**config.mk**
```make
export PLATFORM = sky130hd
export DESIGN_NAME = button_press_hold_detector_top
export DESIGN_NICKNAME = d
export VERILOG_FILES = /design/src/sv/bphd_pkg.sv /design/src/sv/bphd_cfg_regs.sv /design/src/sv/bphd_chan_state.sv /design/src/sv/button_press_hold_detector_top.sv
export VERILOG_INCLUDE_DIRS = /design/src /design/src/sv
export SDC_FILE = /design/constraint.sdc
export NUM_CORES = 1
export LEC_CHECK = 0
export ABC_AREA = 1
export CORE_ASPECT_RATIO = 1.75
export CORE_MARGIN = 4
export CORE_UTILIZATION = 45
export CTS_CLUSTER_SIZE = 14
export DETAILED_ROUTE_END_ITERATION = 8
export DONT_BUFFER_PORTS = 1
export PLACE_DENSITY_LB_ADDON = 0.2
export SETUP_SLACK_MARGIN = 0.3
export SLEW_MARGIN = 20
export SYNTH_ARGS = -nofsm -noshare
export SYNTH_HDL_FRONTEND = slang
export SYNTH_SLANG_ARGS = --single-unit
```
**constraint.sdc**
```tcl
create_clock -name clk_i -period 5.4 [get_ports clk_i]
set_clock_uncertainty 0.15 [all_clocks]
set_input_delay 1.62 -clock clk_i [delete_from_list [all_inputs] [get_ports clk_i]]
set_output_delay 1.62 -clock clk_i [all_outputs]
set_load 0.005 [all_outputs]
```
**src/sv/button_press_hold_detector_top_assert.svh**
```systemverilog
// Assertion macros for the button press/hold detector.
// Used by button_press_hold_detector_top; no other dependencies.
`ifndef BUTTON_PRESS_HOLD_DETECTOR_TOP_ASSERT_SVH
`define BUTTON_PRESS_HOLD_DETECTOR_TOP_ASSERT_SVH
`ifndef SYNTHESIS
// Clocked check, off while reset is asserted
`define BPHD_ASSERT(label, clk, rstn, prop, msg) \
  label: assert property (@(posedge clk) disable iff (!rstn) prop) else $error(msg);
// Clocked check that also holds during reset
`define BPHD_ASSERT_ALWAYS(label, clk, prop, msg) \
  label: assert property (@(posedge clk) prop) else $error(msg);
`else
`define BPHD_ASSERT(label, clk, rstn, prop, msg)
`define BPHD_ASSERT_ALWAYS(label, clk, prop, msg)
`endif
`endif

```
**src/sv/bphd_pkg.sv**
```systemverilog
// Shared types and constants of the button press/hold detector.
// No dependencies; imported by every module of the block.
package bphd_pkg;

  // Field widths
  localparam int CH_W   = 2;
  localparam int NOW_W  = 32;
  localparam int HOLD_W = 16;
  localparam int MASK_W = 4;

  // Configuration register map
  localparam int NUM_HOLD_REGS = 4;
  localparam int HOLD_IDX_W    = $clog2(NUM_HOLD_REGS);
  localparam int CFG_ADDR_W    = 3;
  localparam int CFG_DATA_W    = 16;
  localparam logic [CFG_ADDR_W-1:0] REG_IDLE_MASK = 3'd4;

  // Reset values and timing
  localparam logic [HOLD_W-1:0] HOLD_RESET      = 16'd1000;
  localparam logic [MASK_W-1:0] IDLE_MASK_RESET = 4'h0;
  localparam logic [NOW_W-1:0]  DEBOUNCE_MS     = 32'd5;

  // Default channel count
  localparam int CHANNELS_DEF = 4;

  // Stream widths (payload padded to whole bytes)
  localparam int S_TDATA_W = 40;
  localparam int M_TDATA_W = 8;

  typedef enum logic [1:0] {
    KIND_PRESS        = 2'd0,
    KIND_RELEASE      = 2'd1,
    KIND_HOLD_RELEASE = 2'd2,
    KIND_HELD         = 2'd3
  } event_kind_e;

  typedef struct packed {
    logic [CH_W-1:0]  channel;
    logic             level;
    logic [NOW_W-1:0] now_ms;
  } item_t;

  typedef struct packed {
    logic [NUM_HOLD_REGS-1:0][HOLD_W-1:0] hold_ms;
    logic [MASK_W-1:0]                    idle_mask;
  } cfg_t;

  typedef struct packed {
    logic        emit;
    event_kind_e kind;
  } evt_t;

endpackage

```
**src/sv/bphd_cfg_regs.sv**
```systemverilog
// Configuration registers: per-channel hold times and the idle level mask.
// Depends on bphd_pkg.
module bphd_cfg_regs
  import bphd_pkg::*;
(
  input  logic                  clk_i,
  input  logic                  rst_ni,
  input  logic                  cfg_we_i,
  input  logic [CFG_ADDR_W-1:0] cfg_addr_i,
  input  logic [CFG_DATA_W-1:0] cfg_wdata_i,
  output cfg_t                  cfg_o
);

  cfg_t cfg_q;

  // Writes to an index outside the map are dropped
  always_ff @(posedge clk_i or negedge rst_ni) begin
    if (!rst_ni) begin
      for (int i = 0; i < NUM_HOLD_REGS; i++) begin
        cfg_q.hold_ms[i] <= HOLD_RESET;
      end
      cfg_q.idle_mask <= IDLE_MASK_RESET;
    end else if (cfg_we_i) begin
      if (cfg_addr_i < CFG_ADDR_W'(NUM_HOLD_REGS)) begin
        cfg_q.hold_ms[cfg_addr_i[HOLD_IDX_W-1:0]] <= cfg_wdata_i[HOLD_W-1:0];
      end else if (cfg_addr_i == REG_IDLE_MASK) begin
        cfg_q.idle_mask <= cfg_wdata_i[MASK_W-1:0];
      end
    end
  end

  assign cfg_o = cfg_q;

endmodule

```
**src/sv/bphd_chan_state.sv**
```systemverilog
// Per-channel debounce/hold state and the event decision for one item.
// Depends on bphd_pkg.
module bphd_chan_state
  import bphd_pkg::*;
#(
  parameter int CHANNELS = CHANNELS_DEF
) (
  input  logic  clk_i,
  input  logic  rst_ni,
  input  logic  fire_i,   // item in the input register is consumed this cycle
  input  item_t item_i,
  input  cfg_t  cfg_i,
  output evt_t  evt_o
);

  logic [CHANNELS-1:0]            last_level_q;
  logic [CHANNELS-1:0][NOW_W-1:0] change_time_q;
  logic [CHANNELS-1:0]            held_q;

  logic             present;
  logic             cur_last;
  logic [NOW_W-1:0] cur_time;
  logic             cur_held;
  logic             idle;
  logic             active;
  logic [NOW_W-1:0] elapsed;
  logic             accept_chg;
  logic             set_held;

  // Channels beyond the configured count are ignored
  assign present = {1'b0, item_i.channel} < (CH_W + 1)'(CHANNELS);

  // Select the state of the addressed channel
  always_comb begin
    cur_last = 1'b0;
    cur_time = '0;
    cur_held = 1'b0;
    for (int c = 0; c < CHANNELS; c++) begin
      if (item_i.channel == CH_W'(c)) begin
        cur_last = last_level_q[c];
        cur_time = change_time_q[c];
        cur_held = held_q[c];
      end
    end
  end

  // Debounce and hold decision
  assign idle       = cfg_i.idle_mask[item_i.channel];
  assign active     = item_i.level != idle;
  assign elapsed    = item_i.now_ms - cur_time;   // wraps modulo 2^32
  assign accept_chg = (item_i.level != cur_last) && (elapsed > DEBOUNCE_MS);
  assign set_held   = !accept_chg && !cur_held &&
                      (elapsed > {{(NOW_W-HOLD_W){1'b0}}, cfg_i.hold_ms[item_i.channel]});

  always_comb begin
    evt_o.emit = present && (accept_chg || (set_held && active));
    if (!accept_chg) begin
      evt_o.kind = KIND_HELD;
    end else if (active) begin
      evt_o.kind = KIND_PRESS;
    end else if (cur_held) begin
      evt_o.kind = KIND_HOLD_RELEASE;
    end else begin
      evt_o.kind = KIND_RELEASE;
    end
  end

  // State update of the addressed channel
  always_ff @(posedge clk_i or negedge rst_ni) begin
    if (!rst_ni) begin
      for (int c = 0; c < CHANNELS; c++) begin
        last_level_q[c]  <= IDLE_MASK_RESET[c];
        change_time_q[c] <= '0;
        held_q[c]        <= 1'b0;
      end
    end else if (fire_i && present) begin
      for (int c = 0; c < CHANNELS; c++) begin
        if (item_i.channel == CH_W'(c)) begin
          last_level_q[c] <= item_i.level;
          if (accept_chg) begin
            held_q[c]        <= 1'b0;
            change_time_q[c] <= item_i.now_ms;
          end else if (set_held) begin
            held_q[c] <= 1'b1;
          end
        end
      end
    end
  end

endmodule

```
**src/sv/button_press_hold_detector_top.sv**
```systemverilog
// Button press/hold detector: top level with input and result registers.
// Depends on bphd_pkg, bphd_cfg_regs, bphd_chan_state and the assert header.
//
// Usage: each item on the s_axis channel is one sample of one button channel
// (channel, pin level, millisecond time stamp). The block answers with zero or
// one event item on m_axis: press, release, hold release or held, tagged with
// the channel. Samples of channels at or above CHANNELS are dropped.
// Hold times and the idle level mask are set through the cfg write port while
// no item is in flight; a write takes effect at the next edge.
// An event appears on m_axis once its sample has passed the input register and then the result register.
// Throughput: one sample per cycle unless m_axis stalls; the addressed channel's
// state is read and written back in the same cycle, so samples of one channel
// may follow directly. Samples that cause no event leave nothing on the output.
// Reset clears all channel state (level low, change time zero, held clear) and
// returns the registers to 1000 ms hold time and idle mask zero.
// When the receiver stalls, the pending event is held on m_axis; one more
// sample is kept in the input register and s_axis_tready then drops.
module button_press_hold_detector_top
  import bphd_pkg::*;
#(
  parameter int CHANNELS = CHANNELS_DEF
) (
  input  logic                  clk_i,
  input  logic                  rst_ni,
  // Sample stream
  input  logic                  s_axis_tvalid,
  output logic                  s_axis_tready,
  input  logic [S_TDATA_W-1:0]  s_axis_tdata,   // channel[1:0], level[2], now_ms[34:3]
  // Event stream
  output logic                  m_axis_tvalid,
  input  logic                  m_axis_tready,
  output logic [M_TDATA_W-1:0]  m_axis_tdata,   // event_channel[1:0], event_kind[3:2]
  // Configuration writes
  input  logic                  cfg_we_i,
  input  logic [CFG_ADDR_W-1:0] cfg_addr_i,
  input  logic [CFG_DATA_W-1:0] cfg_wdata_i
);

  `include "button_press_hold_detector_top_assert.svh"

  logic        in_valid_q;
  logic        in_valid_d;
  item_t       in_item_q;
  logic        out_valid_q;
  logic        out_valid_d;
  logic [CH_W-1:0] out_chan_q;
  event_kind_e out_kind_q;
  logic        out_free;
  logic        fire;
  logic        s_accept;
  cfg_t        cfg;
  evt_t        evt;

  bphd_cfg_regs u_cfg (
    .clk_i       (clk_i),
    .rst_ni      (rst_ni),
    .cfg_we_i    (cfg_we_i),
    .cfg_addr_i  (cfg_addr_i),
    .cfg_wdata_i (cfg_wdata_i),
    .cfg_o       (cfg)
  );

  bphd_chan_state #(
    .CHANNELS (CHANNELS)
  ) u_state (
    .clk_i  (clk_i),
    .rst_ni (rst_ni),
    .fire_i (fire),
    .item_i (in_item_q),
    .cfg_i  (cfg),
    .evt_o  (evt)
  );

  // Handshake: an item moves on when the result register is free or draining
  assign out_free      = !out_valid_q || m_axis_tready;
  assign fire          = in_valid_q && out_free;
  assign s_axis_tready = !in_valid_q || out_free;
  assign s_accept      = s_axis_tvalid && s_axis_tready;

  always_comb begin
    in_valid_d = in_valid_q;
    if (s_accept) begin
      in_valid_d = 1'b1;
    end else if (fire) begin
      in_valid_d = 1'b0;
    end
  end

  always_comb begin
    out_valid_d = out_valid_q;
    if (out_free) begin
      out_valid_d = fire && evt.emit;
    end
  end

  // Control registers
  always_ff @(posedge clk_i or negedge rst_ni) begin
    if (!rst_ni) begin
      in_valid_q  <= 1'b0;
      out_valid_q <= 1'b0;
    end else begin
      in_valid_q  <= in_valid_d;
      out_valid_q <= out_valid_d;
    end
  end

  // Payload registers
  always_ff @(posedge clk_i) begin
    if (s_accept) begin
      in_item_q.channel <= s_axis_tdata[CH_W-1:0];
      in_item_q.level   <= s_axis_tdata[CH_W];
      in_item_q.now_ms  <= s_axis_tdata[CH_W+NOW_W:CH_W+1];
    end
    if (fire && evt.emit && out_free) begin
      out_chan_q <= in_item_q.channel;
      out_kind_q <= evt.kind;
    end
  end

  assign m_axis_tvalid = out_valid_q;
  assign m_axis_tdata  = {{(M_TDATA_W-2*CH_W){1'b0}}, out_kind_q, out_chan_q};

  // Checks
  `BPHD_ASSERT(a_evt_chan_present, clk_i, rst_ni,
               out_valid_q |-> ({1'b0, out_chan_q} < (CH_W + 1)'(CHANNELS)),
               "event for an absent channel")
  `BPHD_ASSERT(a_stalled_item_kept, clk_i, rst_ni,
               (in_valid_q && !out_free) |=> (in_valid_q && $stable(in_item_q)),
               "stalled item lost")
  `BPHD_ASSERT(a_ready_only_when_room, clk_i, rst_ni,
               !s_axis_tready |-> (in_valid_q && out_valid_q), "ready low with room")
  // Registers are cleared by the edge after reset is seen
  `BPHD_ASSERT_ALWAYS(a_reset_clears, clk_i,
                      !rst_ni |=> (!in_valid_q && !out_valid_q), "valid set in reset")

endmodule
```
==> impl_metrics.yaml, run 1 <==
clock_network:
  cts_sinks: 245
  htree_num_levels: 1
  clk_latency_ns: 0.53
  clk_pin_slew_ns: 0.06
  cts_max_path_buffers: 3
  root_buffer: "clkbuf_16"
  cts_tree: "done"
  numCtsBuffers: 24
power:
  cellLeakagePower_uw: 0.00723
  power_density_nw_per_um2: 535
  total_power_uw: 7720
  peakVddDrop_mv: 0.342
timing:
  worstMarginPinSlew_ns: 1.00
  setup_violations: 0
  slew_violations: 0
  rsz0062_at_grt: "no"
  finalHoldViolations: 0
  final.setup.tns_ns: 0
  hold_slack_ns: 0.331
  slew_headroom_pct: 33.1
  fmax_mhz: 214
  fin_crit_ns: 4.67
  final.period_utilization_pct: 86.5
yosys:
  ys_seq_area_share_pct: 48.8
  ys_types: 41
  synth_top_area_share_pct: 35.0
  synth_cells: 1584
  syn_area_sq_um: 13000
  synth_top_area_cell: "dfrtp_1"
  synth_flop_cell: "dfrtp_1"
  synth_edf_count: 39
  ys_ff_latch: 245
  synth_area_leaders: "dfrtp_1 (35%), nand2_1 (14%), edfxtp_1 (9.0%)"
  syn_area_per_cell_sq_um: 8.21
  yosysWarnings: 0
  synth_async_sr_flop_share_pct: 84.1
critical_path:
  crit_required_ns: 5.53
  end_kind: "flip-flop"
  cp_data_arrival_time_ns: 4.80
  crit_path_start_kind: "flip-flop"
  reg2regPathDepth: 25
  r2r_setup_slack_ns: 0.73
  critPathKind: "reg -> reg"
  worstPathMaxFanout: 6
die:
  die_w_microns: 137
  pin_count: 74
  die_area_sq_um: 31800
  coreArea_sq_um: 28600
  start_util_pct: 45.5
  std_cell_rows: 82
  die_y_microns: 233
global_routing:
  grt_pass1_vias: 10400
  antenna_found_initial: 1
  gr-total-overflow: 0
  grt_usage_pct: 21.3
  grt_pass1_wl_mm: 53.8
  grt_max_degree: 207
final_layout:
  final_common_cell: "nand2_1"
  syn_to_final_growth_pct: 10.8
  fin_nets: 1708
  final_cells: 1992
  drive_gt1_share_pct: 8.49
  final_cell_mix: "nand2_1 (496), inv_1 (199), dfrtp_1 (182)"
  diodes: 0
routing:
  drcViolationCount: 0
  vias_per_cell: 5.19
  routed-wl-met3_mm: 1.21
  drt_pass1_iterations: 6
  wl_met1_mm: 12.7
  drtIter0Drc: 505
  vias: 10300
  wl_per_cell_microns: 16.5
  routed-wl-met2_mm: 18.1
  routed_wl_mm: 32.9
  top_layer: "met5"
  ant_nets: 0
place:
  io_buffers: 0
  dpl.hpwl_mm: 23.7
  gp_congestion: 0.967
  place_inst: 1942
worst_hold_path:
  min_path_cells: 2
  hold_path_class: "reg -> reg"
job:
  cap_violations: 0
status:
  status: "completed"
cell usage after synthesis (30+ instances only):
cell type	n
nand3_1	44
clkbuf_1	30
ha_1	47
a22o_1	40
dfrtp_1	182
o21ai_0	112
inv_1	201
edfxtp_1	39
a21oi_1	53
o21ai_1	95
nand2_1	496
nor2_1	64
per-stage QoR:
| stage | area, sq um | utilization [%] | setup WS, ns |
|---|---|---|---|
| detailed placement | 13500 | 47.2 | 0.362 |
| CTS | 14300 | 50.0 | 0.326 |
| global route | 14400 | 50.4 | 0.318 |
| floorplan | 13000 | - | 1.32 |
| global placement | 13500 | 47.2 | 0.428 |
| finish | 14400 | 50.4 | 0.731 |
power by group:
group          switching [uW]  internal, uW  leakage (uW)
Sequential                327          2520       0.00290
Clock                     717          1020      0.000400
Combinational            1920          1210       0.00393
Total                    2960          4760       0.00723
worst paths after layout:
kind	start	end
max in group asynchronous	rst_ni	u_cfg.cfg_o[29]
setup reg to reg	in_item_q[33]	out_chan_q[0]
min in group asynchronous	rst_ni	in_valid_q
hold reg to reg	u_state.change_time_q[122]	u_state.change_time_q[122]
hold / removal	u_state.change_time_q[122]	u_state.change_time_q[122]
setup / recovery	in_item_q[33]	out_chan_q[0]
kinds of logic after synthesis:
family | synth area share [%]
xor gates and xnor gates | 0.808
DFF | 48.8
AOI/OAI and AO/OA | 16.3
adders and majority gates | 4.67
other | 0.0288
and+or+nand+nor | 20.2
buffers and inverters | 9.10
cell type report:
type                            instances  area [sq um]
Inverter                              206           773
Clock buffer                           36           718
Tap cell                              378           473
Clock inverter                          8          98.8
Multi-Input combinational cell       1074          5550
Fill cell                            2753         14200
Sequential cell                       245          6360
Timing Repair Buffer                   45           454
worst max-delay path, cell delays in order, from the launching register on:
cell	delay (ns)
edfxtp_1	0.54
nor2_4	0.19
clkinv_1	0.21
o22ai_1	0.20
o21ai_0	0.12
ha_1	0.24
fa_1	0.41
inv_1	0.12
nand3_1	0.10
nand2_1	0.14
nand2_1	0.10
nand2_2	0.07
nand2_1	0.05
nand2_1	0.11
xor2_1	0.32
ha_1	0.21
nand3_1	0.14
nor4_4	0.20
buf_4	0.15
nand4_1	0.07
nand2_1	0.07
nand3_1	0.16
nand3_1	0.12
nand2_1	0.06
nand2_1	0.07
inv_1	0.09
layer usage:
metal / vias to the layer above / track usage (%)
met3: 58 / 2.96
met5: - / 0
li1: 5193 / -
met1: 4882 / 24.0
met2: 207 / 40.4
met4: 2 / 6.97
registers in the layout, summed over array words and instances (netlist names):
signal,count
u_state.change_time_q,128
out_chan_q,2
u_cfg.cfg_o,68
out_kind_q,2
u_state.held_q,4
u_state.last_level_q,4
in_item_q,35
in_valid_q,1
m_axis_tvalid,1
repair_timing:
action                     in CTS  in global routing
setup endpoints to repair       0                 10
hold buffers                    0                  0
gates resized for setup         0                 12
setup buffers                   0                  6
No activity file was read; power rests on OpenSTA's default activity.
==> inputs of run 2 (changes only) <==
--- a/config.mk
+++ b/config.mk
@@ -14,6 +14,7 @@
 export DETAILED_ROUTE_END_ITERATION = 8
 export DONT_BUFFER_PORTS = 1
 export PLACE_DENSITY_LB_ADDON = 0.2
+export RECOVER_POWER = 100
 export SETUP_SLACK_MARGIN = 0.3
 export SLEW_MARGIN = 20
 export SYNTH_ARGS = -nofsm -noshare
==> run 2 against run 1 <==
The flow now finishes with violations (max-capacitance violations, max-slew violations); worst hold slack got worse by 0.0021 ns; utilization decreased by 0.21 points; critical endpoint is now u_state.change_time_q[4]; worst setup slack got worse by 0.12 ns; global-route usage stayed put; wire length fell by 0.21%; fmax shrank 2.5%; die area is the same; sequential power about the same; non-clock buffer count unchanged; register-to-register slack got worse by 0.12 ns; final cell count stayed put.
==> impl_metrics.yaml, run 2 (same netlist as run 1, synthesis figures left out) <==
timing:
  finalHoldViolations: 0
  final.setup.tns_ns: 0
  rsz0062_at_grt: "no"
  fmax_mhz: 209
  slew_violations: 36
  fin_crit_ns: 4.79
  fin_ws_ns: 0.613
  final.period_utilization_pct: 88.7
  slew_headroom_pct: -10.1
  worstMarginPinSlew_ns: 1.65
  setup_violations: 0
  hold_slack_ns: 0.329
final_layout:
  largest_register_ffs: 128
  nFillCells: 2763
  ff_latch_area_sq_um: 6360
  syn_to_final_growth_pct: 10.4
  diodes: 0
  drive_gt1_share_pct: 7.62
  final_cells: 1992
  final_cell_mix: "nand2_1 (496), inv_1 (201), o21ai_0 (192)"
  fin_nets: 1708
  largest_register: "u_state.change_time_q"
  multi_input_area_sq_um: 5500
  final_common_cell: "nand2_1"
job:
  cap_violations: 1
status:
  violations: "max-capacitance violations, max-slew violations"
  status: "complete, but fails checks"
clock_network:
  clk_latency_ns: 0.53
  cts_tree: "done"
  htree_num_levels: 1
  cts_sinks: 245
  cts_max_path_buffers: 3
  root_buffer: "clkbuf_16"
  numCtsBuffers: 24
  clk_pin_slew_ns: 0.07
routing:
  wl_per_cell_microns: 16.5
  drtIter0Drc: 519
  drcViolationCount: 0
  vias_per_cell: 5.17
  drt_pass1_iterations: 7
  ant_nets: 0
  vias: 10300
  routed_wl_mm: 32.9
critical_path:
  end_kind: "flip-flop"
  reg2regPathDepth: 25
  cpMostUsedCell: "nand2_1"
  timing.rr.start: "in_item_q[33]"
  crit_required_ns: 5.69
  cp_data_arrival_time_ns: 5.07
  r2r_end: "u_state.change_time_q[4]"
  crit_family: "simple AND/OR/NAND/NOR gates"
  worstPathMaxFanout: 65
  r2r_setup_slack_ns: 0.61
  crit_path_start_kind: "flip-flop"
  critPathKind: "reg -> reg"
  cpMaxStageDelayCell: "edfxtp_1"
  cp.buffers_inverters: 6
  critical-path-max-stage-delay_ns: 0.55
worst_hold_path:
  hold_path_class: "reg -> reg"
  holdPathEnd: "u_state.change_time_q[126]"
  min_path_cells: 2
  worstHoldStart: "u_state.change_time_q[126]"
power:
  p_sw_uw: 2940
  cellLeakagePower_uw: 0.00721
  power_density_nw_per_um2: 534
  seqPwrFrac_pct: 37.2
  p_comb_share_pct: 40.2
  switching_share_pct: 38.4
  total_power_uw: 7670
  peakVddDrop_mv: 0.342
  p_int_uw: 4730
  power.share.clock_pct: 22.7
global_routing:
  grt_usage_pct: 21.3
  antenna_found_initial: 1
  grt_max_degree: 207
  gr-total-overflow: 0
  grt_pass1_vias: 10400
  grt_pass1_wl_mm: 53.8
place:
  pre_cts_ws_ns: 0.362
  dpl.hpwl_mm: 23.7
  place_inst: 1942
  gp_congestion: 0.967
  io_buffers: 0
die:
  start_util_pct: 45.5
  die_area_sq_um: 31800
  die_y_microns: 233
  pin_count: 74
  die_w_microns: 137
  coreArea_sq_um: 28600
  std_cell_rows: 82
[run 2: cell types whose count changed in the layout (fill, tap and decap cells not counted), sizes merged]
cell,delta
clkbuf,+4
buf,-4
[run 2: worst max path at each step]
stage                             start                       end  slack (ns)  depth (start not counted)
after global routing      in_item_q[33]             out_chan_q[0]        0.17                         28
after detailed placement  in_item_q[34]             out_kind_q[0]        0.36                         26
after global placement    in_item_q[33]             out_kind_q[0]        0.43                         28
after CTS                 in_item_q[34]             out_chan_q[0]        0.33                         26
after floorplan           in_item_q[33]             out_chan_q[0]        1.32                         28
final                     in_item_q[33]  u_state.change_time_q[4]        0.61                         25
[run 2: repair_timing]
item,4_1_cts,5_1_grt
gates resized for setup,0,12
setup endpoints to repair,0,10
buffers inserted,0,6
hold endpoints to repair,0,0
hold buffers,0,0
[run 2: metrics by stage]
step | area [sq um] | util [%]
after floorplan | 13000 | -
after global placement | 13500 | 47.2
after detailed placement | 13500 | 47.2
after CTS | 14300 | 50.0
after global routing | 14400 | 50.2
final | 14400 | 50.2
[run 2: power by group through the flow]
stage	Sequential [uW]	Clock, uW	Combinational, uW
after floorplan	2780	0	2320
after global placement	2850	0	3030
after detailed placement	2870	0	3090
after CTS	2850	1790	3110
after global routing	2920	1860	3580
final	2850	1740	3080
[run 2: worst register-to-register path, cell delays in order, from the launching register on]
cell	delay, ns
edfxtp_1	0.55
inv_2	0.10
nor2_4	0.13
buf_4	0.26
buf_4	0.21
a22o_1	0.13
a21oi_1	0.04
a21boi_0	0.13
ha_1	0.41
nand2_1	0.11
inv_1	0.10
nand2_1	0.15
nor3_1	0.16
clkbuf_1	0.22
and2_1	0.16
nand2_1	0.12
nand3_1	0.10
nand2_1	0.05
nor2_1	0.09
nand2_1	0.08
nor2_1	0.21
nand3_1	0.29
nand3_1	0.22
buf_12	0.29
nand2_1	0.13
o21ai_0	0.10
[run 2: cell type report]
type | count | area share, %
multi-input combinational | 1074 | 38.3
clock buffer | 36 | 5.00
timing repair buffer | 45 | 3.08
clock inverter | 8 | 0.688
inverter | 206 | 5.38
tap | 378 | 3.29
sequential | 245 | 44.3
[run 2: routing by layer]
layer / vias up / part of all wire, % / global-route usage [%]
met4: 2 / 3.3 / 6.97
met3: 71 / 3.6 / 2.96
met5: - / 0.040 / 0
met1: 4839 / 39 / 24.0
met2: 194 / 54 / 40.4
li1: 5185 / - / -
